## src/rtl/rrq_pkg.sv

```systemverilog
// rrq_pkg: shared types and codes for the round-robin run queue
// request and result payloads, opcodes, status codes, sequencer states
// no dependencies
package rrq_pkg;

  typedef struct packed {
    logic [2:0] opcode;
    logic [6:0] task_id;
  } rrq_cmd_t;

  typedef struct packed {
    logic [6:0] running_id;
    logic       switched;
    logic [6:0] new_id;
    logic [1:0] status;
  } rrq_res_t;

  typedef enum logic [2:0] {
    OP_TICK         = 3'd0,
    OP_SWITCH_SLEEP = 3'd1,
    OP_SLEEP        = 3'd2,
    OP_WAKEUP       = 3'd3,
    OP_NEW_TASK     = 3'd4
  } rrq_op_t;

  localparam logic [1:0] ST_OK         = 2'd0;
  localparam logic [1:0] ST_NO_TASK    = 2'd1;
  localparam logic [1:0] ST_TABLE_FULL = 2'd2;
  localparam logic [1:0] ST_WOULD_EMPTY = 2'd3;

  typedef enum logic [1:0] {
    S_IDLE,
    S_POP,
    S_WALK,
    S_DONE
  } rrq_state_t;

endpackage

```

## src/rtl/rrq_ram.sv

```systemverilog
// rrq_ram: ring storage for the queued ids behind the running task
// one write port, one registered read port; uses no package
module rrq_ram #(
  parameter int MAX_TASKS = 64
) (
  input  logic                   clk,
  input  logic                   we,
  input  logic [$clog2(((MAX_TASKS < 127) ? MAX_TASKS : 127))-1:0] waddr,
  input  logic [6:0]             wdata,
  input  logic [$clog2(((MAX_TASKS < 127) ? MAX_TASKS : 127))-1:0] raddr,
  output logic [6:0]             rdata
);

  localparam int DEPTH = (MAX_TASKS < 127) ? MAX_TASKS : 127;

  logic [6:0] mem [DEPTH];

  always_ff @(posedge clk) begin
    if (we) begin
      mem[waddr] <= wdata;
    end
  end

  always_ff @(posedge clk) begin
    rdata <= mem[raddr];
  end

endmodule

```

## src/rtl/rrq_seq.sv

```systemverilog
// rrq_seq: scheduler sequencer, head register, ring pointers and membership flags
// depends on rrq_pkg; drives the ring storage in rrq_ram
module rrq_seq #(
  parameter int MAX_TASKS = 64
) (
  input  logic              clk,
  input  logic              rst,
  input  logic              start,
  input  rrq_pkg::rrq_cmd_t cmd,
  output logic              idle,
  output logic              done,
  output rrq_pkg::rrq_res_t res,
  input  logic              take,
  output logic              ram_we,
  output logic [$clog2(((MAX_TASKS < 127) ? MAX_TASKS : 127))-1:0] ram_waddr,
  output logic [6:0]        ram_wdata,
  output logic [$clog2(((MAX_TASKS < 127) ? MAX_TASKS : 127))-1:0] ram_raddr,
  input  logic [6:0]        ram_rdata
);
  import rrq_pkg::*;

  localparam int FLAG_N = (MAX_TASKS < 127) ? MAX_TASKS : 127;
  localparam int FLAG_W = $clog2(FLAG_N);
  localparam int PTR_W  = FLAG_W;
  localparam int CNT_W  = $clog2(FLAG_N + 1);
  localparam int LI_W   = $clog2(MAX_TASKS + 1);
  localparam int CMP_W  = (LI_W > 7) ? LI_W : 7;

  rrq_state_t        state, state_next;
  logic [6:0]        head, head_next;
  logic [PTR_W-1:0]  rd_ptr, rd_ptr_next;
  logic [PTR_W-1:0]  wr_ptr, wr_ptr_next;
  logic [CNT_W-1:0]  count, count_next;
  logic [CNT_W-1:0]  walk_left, walk_left_next;
  logic [LI_W-1:0]   last, last_next;
  logic [FLAG_N-1:0] flags, flags_next;
  logic [6:0]        target, target_next;
  logic              pop_drop, pop_drop_next;
  rrq_res_t          res_q, res_next;

  logic [6:0]        cmd_m1, head_m1;
  logic [FLAG_W-1:0] cmd_idx, head_idx;
  logic              known, flag_hit, is_head, multi;
  logic [LI_W-1:0]   last_inc;

  function automatic logic [PTR_W-1:0] ptr_inc(input logic [PTR_W-1:0] p);
    return (p == PTR_W'(FLAG_N - 1)) ? '0 : p + 1'b1;
  endfunction

  assign cmd_m1   = cmd.task_id - 7'd1;
  assign head_m1  = head - 7'd1;
  assign cmd_idx  = FLAG_W'(cmd_m1);
  assign head_idx = FLAG_W'(head_m1);
  // ids above the last issued one (or zero) are unknown
  assign known    = (cmd.task_id != 7'd0) && (CMP_W'(cmd.task_id) <= CMP_W'(last));
  assign flag_hit = known && flags[cmd_idx];
  assign is_head  = (cmd.task_id == head);
  assign multi    = (count != CNT_W'(1));
  assign last_inc = last + 1'b1;

  assign ram_raddr = rd_ptr;

  always_ff @(posedge clk) begin
    if (rst) begin
      state     <= S_IDLE;
      head      <= 7'd1;
      rd_ptr    <= '0;
      wr_ptr    <= '0;
      count     <= CNT_W'(1);
      walk_left <= '0;
      last      <= LI_W'(1);
      flags     <= FLAG_N'(1);
    end else begin
      state     <= state_next;
      head      <= head_next;
      rd_ptr    <= rd_ptr_next;
      wr_ptr    <= wr_ptr_next;
      count     <= count_next;
      walk_left <= walk_left_next;
      last      <= last_next;
      flags     <= flags_next;
    end
  end

  always_ff @(posedge clk) begin
    target   <= target_next;
    pop_drop <= pop_drop_next;
    res_q    <= res_next;
  end

  always_comb begin
    state_next     = state;
    head_next      = head;
    rd_ptr_next    = rd_ptr;
    wr_ptr_next    = wr_ptr;
    count_next     = count;
    walk_left_next = walk_left;
    last_next      = last;
    flags_next     = flags;
    target_next    = target;
    pop_drop_next  = pop_drop;
    res_next       = res_q;
    ram_we         = 1'b0;
    ram_waddr      = wr_ptr;
    ram_wdata      = head;
    case (state)
      S_IDLE: begin
        if (start) begin
          res_next   = '{running_id: head, switched: 1'b0, new_id: 7'd0, status: ST_OK};
          state_next = S_DONE;
          case (cmd.opcode)
            OP_TICK: begin
              if (multi) begin
                pop_drop_next = 1'b0;
                state_next    = S_POP;
              end
            end
            OP_SWITCH_SLEEP: begin
              if (multi) begin
                pop_drop_next = 1'b1;
                state_next    = S_POP;
              end else begin
                res_next.status = ST_WOULD_EMPTY;
              end
            end
            OP_SLEEP: begin
              if (!known) begin
                res_next.status = ST_NO_TASK;
              end else if (flag_hit) begin
                if (is_head) begin
                  if (multi) begin
                    pop_drop_next = 1'b1;
                    state_next    = S_POP;
                  end else begin
                    res_next.status = ST_WOULD_EMPTY;
                  end
                end else begin
                  // id sits behind the head: rewrite the ring without it
                  flags_next[cmd_idx] = 1'b0;
                  count_next          = count - 1'b1;
                  target_next         = cmd.task_id;
                  walk_left_next      = count - CNT_W'(2);
                  rd_ptr_next         = ptr_inc(rd_ptr);
                  state_next          = S_WALK;
                end
              end
            end
            OP_WAKEUP: begin
              if (!known) begin
                res_next.status = ST_NO_TASK;
              end else if (!flag_hit && (count < CNT_W'(FLAG_N))) begin
                ram_we              = 1'b1;
                ram_wdata           = cmd.task_id;
                wr_ptr_next         = ptr_inc(wr_ptr);
                count_next          = count + 1'b1;
                flags_next[cmd_idx] = 1'b1;
              end
            end
            OP_NEW_TASK: begin
              if (last >= LI_W'(MAX_TASKS)) begin
                res_next.status = ST_TABLE_FULL;
              end else begin
                last_next       = last_inc;
                res_next.new_id = 7'(last_inc);
              end
            end
            default: begin
            end
          endcase
        end
      end
      S_POP: begin
        // ring front arrives, becomes the new head
        head_next           = ram_rdata;
        rd_ptr_next         = ptr_inc(rd_ptr);
        res_next.running_id = ram_rdata;
        res_next.switched   = 1'b1;
        if (pop_drop) begin
          flags_next[head_idx] = 1'b0;
          count_next           = count - 1'b1;
        end else begin
          ram_we      = 1'b1;
          ram_wdata   = head;
          wr_ptr_next = ptr_inc(wr_ptr);
        end
        state_next = S_DONE;
      end
      S_WALK: begin
        if (ram_rdata != target) begin
          ram_we      = 1'b1;
          ram_wdata   = ram_rdata;
          wr_ptr_next = ptr_inc(wr_ptr);
        end
        if (walk_left != '0) begin
          rd_ptr_next    = ptr_inc(rd_ptr);
          walk_left_next = walk_left - 1'b1;
        end else begin
          state_next = S_DONE;
        end
      end
      S_DONE: begin
        if (take) begin
          state_next = S_IDLE;
        end
      end
      default: begin
        state_next = S_IDLE;
      end
    endcase
  end

  assign idle = (state == S_IDLE);
  assign done = (state == S_DONE);
  assign res  = res_q;

  a_count_nonzero: assert property (@(posedge clk) disable iff (rst)
    count != '0)
    else $error("run queue count reached zero");

  a_count_flags: assert property (@(posedge clk) disable iff (rst)
    $countones(flags) == int'(count))
    else $error("membership flags disagree with queue count");

  a_head_flagged: assert property (@(posedge clk) disable iff (rst)
    idle |-> flags[head_idx])
    else $error("running task not marked as queued");

  a_walk_steps: assert property (@(posedge clk) disable iff (rst)
    (state == S_WALK) && (walk_left != '0) |=>
      (state == S_WALK) && (walk_left == $past(walk_left) - 1'b1))
    else $error("ring walk skipped a step");

  a_switch_ok: assert property (@(posedge clk) disable iff (rst)
    done && res_q.switched |-> (res_q.status == ST_OK))
    else $error("switch reported with error status");

endmodule

```

## src/rtl/round_robin_run_queue.sv

```systemverilog
// round_robin_run_queue: top level of the round-robin task run queue
// depends on rrq_pkg, rrq_seq and rrq_ram
//
// Hardware run queue of task ids, handled one request at a time. The running
// task is held in a head register; the ids queued behind it live in a ring
// memory of min(MAX_TASKS, 127) entries with one write and one registered read
// port. After reset only the main task (id 1) is queued and the ring is empty;
// the memory needs no clearing pass. A new task, a wakeup, an unknown id or a
// refused request is answered without a ring read; a tick or a switch that
// drops the head first reads the ring once. A sleep of an id queued behind
// the head rewrites the ring through the single read port, one entry per cycle.
// cmd_ready is high only while the sequencer is idle; the result sits in an
// output register, so a new request can be taken while the previous result
// still waits on res_ready.
module round_robin_run_queue #(
  parameter int MAX_TASKS = 64
) (
  input  logic              clk,
  input  logic              rst,
  input  logic              cmd_valid,
  output logic              cmd_ready,
  input  rrq_pkg::rrq_cmd_t cmd,
  output logic              res_valid,
  input  logic              res_ready,
  output rrq_pkg::rrq_res_t res
);
  import rrq_pkg::*;

  localparam int RING_N = (MAX_TASKS < 127) ? MAX_TASKS : 127;
  localparam int PTR_W  = $clog2(RING_N);

  logic             start;
  logic             seq_idle;
  logic             seq_done;
  logic             seq_take;
  rrq_res_t         seq_res;
  logic             ram_we;
  logic [PTR_W-1:0] ram_waddr;
  logic [6:0]       ram_wdata;
  logic [PTR_W-1:0] ram_raddr;
  logic [6:0]       ram_rdata;
  rrq_res_t         res_q;

  // request taken whenever the sequencer is idle
  assign cmd_ready = seq_idle;
  assign start     = cmd_valid && cmd_ready;

  // move the finished result into the output register once it is free
  assign seq_take = seq_done && (!res_valid || res_ready);

  always_ff @(posedge clk) begin
    if (rst) begin
      res_valid <= 1'b0;
    end else if (seq_take) begin
      res_valid <= 1'b1;
    end else if (res_ready) begin
      res_valid <= 1'b0;
    end
  end

  // payload register, loaded only with a fresh result
  always_ff @(posedge clk) begin
    if (seq_take) begin
      res_q <= seq_res;
    end
  end

  assign res = res_q;

  // sequencer: head, pointers, flags, counters and the compare unit
  rrq_seq #(
    .MAX_TASKS(MAX_TASKS)
  ) u_seq (
    .clk       (clk),
    .rst       (rst),
    .start     (start),
    .cmd       (cmd),
    .idle      (seq_idle),
    .done      (seq_done),
    .res       (seq_res),
    .take      (seq_take),
    .ram_we    (ram_we),
    .ram_waddr (ram_waddr),
    .ram_wdata (ram_wdata),
    .ram_raddr (ram_raddr),
    .ram_rdata (ram_rdata)
  );

  // ring of ids waiting behind the running task
  rrq_ram #(
    .MAX_TASKS(MAX_TASKS)
  ) u_ram (
    .clk   (clk),
    .we    (ram_we),
    .waddr (ram_waddr),
    .wdata (ram_wdata),
    .raddr (ram_raddr),
    .rdata (ram_rdata)
  );

endmodule
```

## config.mk

```make
export PLATFORM = sky130hd
export DESIGN_NAME = round_robin_run_queue
export DESIGN_NICKNAME = d
export VERILOG_FILES = /design/src/rtl/rrq_pkg.sv /design/src/rtl/rrq_ram.sv /design/src/rtl/rrq_seq.sv /design/src/rtl/round_robin_run_queue.sv
export SDC_FILE = /design/constraint.sdc
export NUM_CORES = 1
export LEC_CHECK = 0
export BUFFER_PORTS_ARGS = -buffer_cell sky130_fd_sc_hd__buf_4
export CAP_MARGIN = 20
export CORE_AREA = 10 10 245 247
export CTS_CLUSTER_DIAMETER = 120
export DETAILED_ROUTE_END_ITERATION = 10
export DIE_AREA = 0 0 255 257
export GPL_ROUTABILITY_DRIVEN = 0
export PLACE_DENSITY = 0.62
export SETUP_SLACK_MARGIN = 0.02
export SLEW_MARGIN = 15
export SYNTH_ARGS = -nofsm -noshare
export SYNTH_HDL_FRONTEND = slang
export SYNTH_HIERARCHICAL = 1
export SYNTH_SLANG_ARGS = --single-unit
```

## constraint.sdc

```tcl
create_clock -name clk -period 5.1 [get_ports clk]
set_input_delay 0.51 -clock clk [delete_from_list [all_inputs] [get_ports clk]]
set_output_delay 0.51 -clock clk [all_outputs]
set_load 0.005 [all_outputs]
```

==> metrics.cfg, run 1 <==
[job]
cap_violations = 0

[setup_path]
worst_setup_path_end_kind = flop
crit_buf_inv = 2
path_class = input pin to flop
critPathMaxStageDelay_ns = 0.54
worstPathMaxFanout = 13
worstPathArrival_ns = 4.58
crit_required_ns = 5.39
slowest_stage = nor2_1
path_cells = buf_4 -> inv_2 -> ha_1 -> xor2_1 -> mux4_2 -> o211a_1 -> a211o_1 -> nand2_1 -> o211ai_1 -> nor3_1 -> o21a_1 -> nand2_1 -> or3_1 -> nor2_1
crit_top_cell = nand2_1
cpLargestDelayFamily = simple AND/OR/NAND/NOR gates
cp-start-kind = input pin

[route]
drcViolationCount = 0
via_per_inst = 6.45
post_drt_wl_per_cell_um = 25.7
initialDrtViolationCount = 2031
vias = 17900
drt_wl_total_mm = 71.1
ant_nets = 0
dr.pass1.iters = 6

[hold_path]
hold_path.class = input pin to flop

[die]
io_pins = 33
die_h_um = 257
dieArea_sq_um = 65500
core_area_sq_um = 54900
start_util_pct = 49.6
dieWidth_um = 255
fp-row-count = 86

[yosys]
ys.flop_type = edfxtp_1
ys_ff_latch = 604
synth.avg_cell_area_sq_um = 13.6
synth_compound_area_share_pct = 10.2
synthMuxAreaShare_pct = 11.8
synth_edf_count = 490
syn_nets = 2043
async_flop_share_pct = 0
synth_seq_area_share_pct = 62.4
synth-xor-area-share_pct = 1.12
synthDistinctLibCells = 79
ys.warnings.count = 6
netlist_area_sq_um = 27200
synthAdderAreaFrac_pct = 1.15
synthSimpleGateAreaFrac_pct = 10.3
synth_top_family_by_area = multiplexers
syn_inst = 2004

[finish]
multi_input_area_sq_um = 9430
regArea_sq_um = 17000
most-common-layout-cells = edfxtp_1, nand2_1, nor2_1
final_nets = 2052
antennaDiodeCount = 0
nFillCells = 4407
area_growth_pct = 12.0
utilization_pct = 55.6
drive_gt1_share_pct = 17.4
final_common_cell = edfxtp_1
fin_cells = 2770

[clock_tree]
holdBufCountCts = 0
numCtsBuffers = 61
clock-sinks = 604
clock_latency_ns = 0.66
root_buffer = clkbuf_16
post_cts_resize_count = 0
cts_tree = done
path_clk_slew_ns = 0.06
max-clock-path-buffers = 3
cts_setup_buffers = 0
htree_levels = 2

[sta]
fin_crit_sh_pct = 84.3
fin_crit_ns = 4.30
worstMarginPinSlew_ns = 1.10
max-slew-margin-rel_pct = 26.0
maxSlewViolCount = 0
setup-tns-final_ns = 0
setup_viol = 0
worst_slack_ns = 0.802
fin_hold_ws_ns = 0.149
rsz0062_at_grt = false
fmax_mhz = 233
final_hold_viol_count = 0
skew_ns = 0.0394

[global_route]
grt_overflow = 0
antenna_found_initial = 0
grt_pass1_wl_mm = 108
grt_use_total_pct = 21.4
grt_max_degree = 129
grt_pass1_vias = 17000

[power]
vdd_drop_max_mv = 0.336
power_density_nw_per_um2 = 510
leakagePower_nw = 9.74

[placement]
pre_cts_slack_ns = 0.215
dp_cells = 2653
io_buffers = 32
hpwlAfterDp_mm = 45.1

[status]
status = finished, final reports clean

## cells in the mapped netlist, types with 15 or more instances
cell type,number,area share (%)
o21ai_0,20,0.37
nand2b_1,16,0.37
edfxtp_1,490,54
dfxtp_1,114,8.4
xnor2_1,21,0.68
clkbuf_1,83,1.1
mux4_2,119,9.8
a311oi_1,65,2.1
nor2_1,159,2.2
mux2i_1,38,1.4
a32oi_1,68,2.2
nand2_1,253,3.5
nor2b_1,15,0.34
nor3_1,40,0.74
inv_1,34,0.47
a21oi_1,87,1.6
nand3_1,27,0.50
ha_1,25,1.1
buf_2,29,0.53
o22ai_1,30,0.69
## path summary, 6_finish.rpt
check	startpoint	end	slack (ns)	cells past startpoint
max	cmd[0]	u_ram/mem[35][2]	0.80	14
min	cmd[6]	u_seq/target[6]	0.15	1
max reg2reg	u_seq/last[4]	u_ram/mem[35][2]	0.99	13
min reg2reg	u_seq/res[3]	res[3]	0.41	0
## final cells by class
class | count | share of cell area, %
timing repair buffer | 90 | 2.75
inverter | 36 | 0.443
clock buffer | 66 | 5.07
tap | 704 | 2.89
clock inverter | 50 | 2.20
sequential | 604 | 55.8
multi-input combinational | 1220 | 30.9
## cell families after synthesis
group / after synthesis
and+or+nand+nor: 611
DFF: 604
AOI/OAI and AO/OA: 380
buffers and inverters: 180
muxes: 170
xor gates and xnor gates: 34
adders and majority gates: 25
## power by group
group | internal [mW] | switching [mW] | total [mW]
combinational | 1.52 | 2.58 | 4.09
sequential | 6.19 | 0.410 | 6.60
clock | 2.88 | 2.00 | 4.87
## worst register-to-register path, stage by stage, from the launching register on
cell      delay, ns
dfxtp_1        0.40
inv_1          0.12
ha_1           0.31
a21oi_1        0.16
nor2_1         0.06
a211o_1        0.22
o22ai_1        0.24
and2_1         0.22
o211ai_1       0.16
nor3_1         0.26
o21a_1         0.39
nand2_1        0.17
or3_1          0.53
nor2_1         0.54
## metrics by stage
| step | power [mW] | cell area, sq um |
|---|---|---|
| 2_1_floorplan | 9.32 | 27200 |
| 3_3_place_gp | 10.7 | 28300 |
| 3_5_place_dp | 10.8 | 28300 |
| 4_1_cts | 15.7 | 30500 |
| 5_1_grt | 16.2 | 30500 |
| 6_report | 15.6 | 30500 |
## routing by layer
| metal | track usage (%) | up-vias | wire (um) |
|---|---|---|---|
| met5 | 0 | - | 0 |
| met1 | 29.6 | 8988 | 29400 |
| met3 | 2.99 | 172 | 5210 |
| li1 | - | 7884 | - |
| met2 | 34.3 | 816 | 34100 |
| met4 | 7.54 | 0 | 2390 |
Note: power is estimated with default switching activity, not from simulation.
==> run 2: changes to the inputs <==
--- a/config.mk
+++ b/config.mk
@@ -5,12 +5,13 @@
 export SDC_FILE = /design/constraint.sdc
 export NUM_CORES = 1
 export LEC_CHECK = 0
+export ABC_AREA = 1
 export BUFFER_PORTS_ARGS = -buffer_cell sky130_fd_sc_hd__buf_4
 export CAP_MARGIN = 20
-export CORE_AREA = 10 10 245 247
+export CORE_AREA = 10 10 254 256
 export CTS_CLUSTER_DIAMETER = 120
 export DETAILED_ROUTE_END_ITERATION = 10
-export DIE_AREA = 0 0 255 257
+export DIE_AREA = 0 0 264 266
 export GPL_ROUTABILITY_DRIVEN = 0
 export PLACE_DENSITY = 0.62
 export SETUP_SLACK_MARGIN = 0.02
==> constraint.sdc (replaced) <==
create_clock -name clk -period 4.3 [get_ports clk]
set_input_delay 0.43 -clock clk [delete_from_list [all_inputs] [get_ports clk]]
set_output_delay 0.43 -clock clk [all_outputs]
set_load 0.005 [all_outputs]
==> run 2 against run 1 <==
Effect of this change:
- final area grew 6.7%
- sequential share of layout area shrank 3.5 points
- final cell count grew 51%
- power grew 27%
- critical path type is now flop to flop
- highest routed layer unchanged
==> metrics.cfg, run 2 <==
[status]
status = finished, final reports clean

[finish]
nFillCells = 5312
final_common_cell = nand2_1
multi_input_area_sq_um = 10400
final_nets = 3382
antennaDiodeCount = 0
fin_cells = 4177
area_growth_pct = 10.9
regArea_sq_um = 17000
drive_gt1_share_pct = 7.19
postLayoutCellArea_sq_um = 32600
most-common-layout-cells = nand2_1, nand3_1, edfxtp_1
utilization_pct = 54.6

[die]
dieWidth_um = 264
die_h_um = 266
fp-row-count = 90
io_pins = 33
start_util_pct = 49.2
dieArea_sq_um = 70200
core_area_sq_um = 59700

[yosys]
yosys.area.top_type = edfxtp_1
synth.avg_cell_area_sq_um = 8.75
ys_ff_latch = 604
synth_seq_area_share_pct = 57.9
synthMuxAreaShare_pct = 0
async_flop_share_pct = 0
ys.flop_type = edfxtp_1
synth_edf_count = 490
ys.warnings.count = 6
netlist.area_leader.share_pct = 50.1
netlist_area_sq_um = 29400
syn_nets = 3394
synth-xor-area-share_pct = 1.07
synthSimpleGateAreaFrac_pct = 29.2
synth.most_common_cell = nand2_1
synth_compound_area_share_pct = 3.99
synth_area_leaders = edfxtp_1, nand2_1, nand3_1, dfxtp_1, inv_1
synth_top_family_by_area = simple AND/OR/NAND/NOR gates
syn_inst = 3355
synthAdderAreaFrac_pct = 1.07
synthDistinctLibCells = 39
synthTopCellsByCount = nand2_1, nand3_1, edfxtp_1, inv_1, nor2_1

[route]
via_per_inst = 5.72
ant_nets = 0
dr.pass1.iters = 6
initialDrtViolationCount = 3016
post_drt_wl_per_cell_um = 20.2
vias = 23900
drcViolationCount = 0
drt_wl_total_mm = 84.3

[placement]
io_buffers = 32
dpl_cell_area_sq_um = 30300
dp_cells = 4056
pre_cts_slack_ns = 0.000190
hpwlAfterDp_mm = 52.8

[setup_path]
path_class = flop to flop
worstPathArrival_ns = 4.13
crit_required_ns = 4.56
worst_setup_path_end_kind = flop
cp-start-kind = flop
worstPathMaxFanout = 11

[clock_tree]
path_clk_slew_ns = 0.06
clock-sinks = 604
numCtsBuffers = 67
post_cts_resize_count = 0
holdBufCountCts = 0
htree_levels = 3
clock_latency_ns = 0.63
cts_setup_buffers = 0
cts_tree = done
max-clock-path-buffers = 3
root_buffer = clkbuf_16

[power]
p_total_mw = 19.8
vdd_drop_max_mv = 0.532
power_density_nw_per_um2 = 609
leakagePower_nw = 12.4

[sta]
setup_viol = 0
fin_crit_ns = 3.87
rsz0062_at_grt = false
skew_ns = 0.0352
final_hold_viol_count = 0
max-slew-margin-rel_pct = 34.1
fin_crit_sh_pct = 89.9
maxSlewViolCount = 0
fin_hold_ws_ns = 0.0616
setup-tns-final_ns = 0
worstMarginPinSlew_ns = 0.988
fmax_mhz = 259
worst_slack_ns = 0.434

[global_route]
grt_pass1_vias = 22500
grt_use_total_pct = 23.3
grt_pass1_wl_mm = 129
antenna_found_initial = 0
grt_max_degree = 117
grt_overflow = 0

[hold_path]
hold_path.class = input pin to flop

[job]
cap_violations = 0

## run 2: cells by family (layout without fill, tap and decap cells)
| group | after synthesis | count (layout) |
|---|---|---|
| simple gates | 2019 | 2019 |
| flops | 604 | 604 |
| buf+inv | 458 | 498 |
| compound gates | 213 | 213 |
| xor+xnor | 36 | 36 |
| fa+ha+maj | 25 | 25 |
## run 2: critical path, stage by stage, from the launching register on
cell and delay, ns:
dfxtp_1 0.39, inv_1 0.12, ha_1 0.34, nand2_1 0.06, o21ai_0 0.14, nand2_1 0.06
nand2_1 0.08, a21oi_1 0.11, nand2_1 0.08, nor2_1 0.05, nand2_1 0.12, nand2_1 0.13
clkinv_1 0.17, nand3_1 0.09, a21oi_1 0.22, buf_4 0.25, nand3_1 0.43, nor2_1 0.66
## run 2: per-layer routing
metal  GRT usage [%]  wire, um
met1            32.4     36200
met2            37.1     38800
met3            3.34      7340
met4            7.43      2060
met5               0         0
## run 2: area by class of cell
cell class / count / area share (%)
Multi-Input combinational cell: 2293 / 32.0
Clock buffer: 76 / 5.35
Inverter: 278 / 3.22
Tap cell: 782 / 3.01
Clock inverter: 45 / 1.72
Sequential cell: 604 / 52.2
Timing Repair Buffer: 99 / 2.44
## run 2: path summary, 6_finish.rpt
| kind | from | endpoint | slack, ns | cells after the start |
|---|---|---|---|---|
| worst max register to register | u_seq/last[2] | u_ram/mem[36][1] | 0.43 | 17 |
| worst max-delay path | u_seq/last[2] | u_ram/mem[36][1] | 0.43 | 17 |
| worst min-delay path | res_ready | res_valid | 0.06 | 4 |
| worst min register to register | u_seq/res[15] | res[15] | 0.42 | 0 |
## run 2: power breakdown
| group | internal (mW) | switching [mW] |
|---|---|---|
| Combinational | 1.50 | 4.57 |
| Sequential | 7.42 | 0.360 |
| Clock | 3.52 | 2.46 |
| Total | 12.4 | 7.39 |
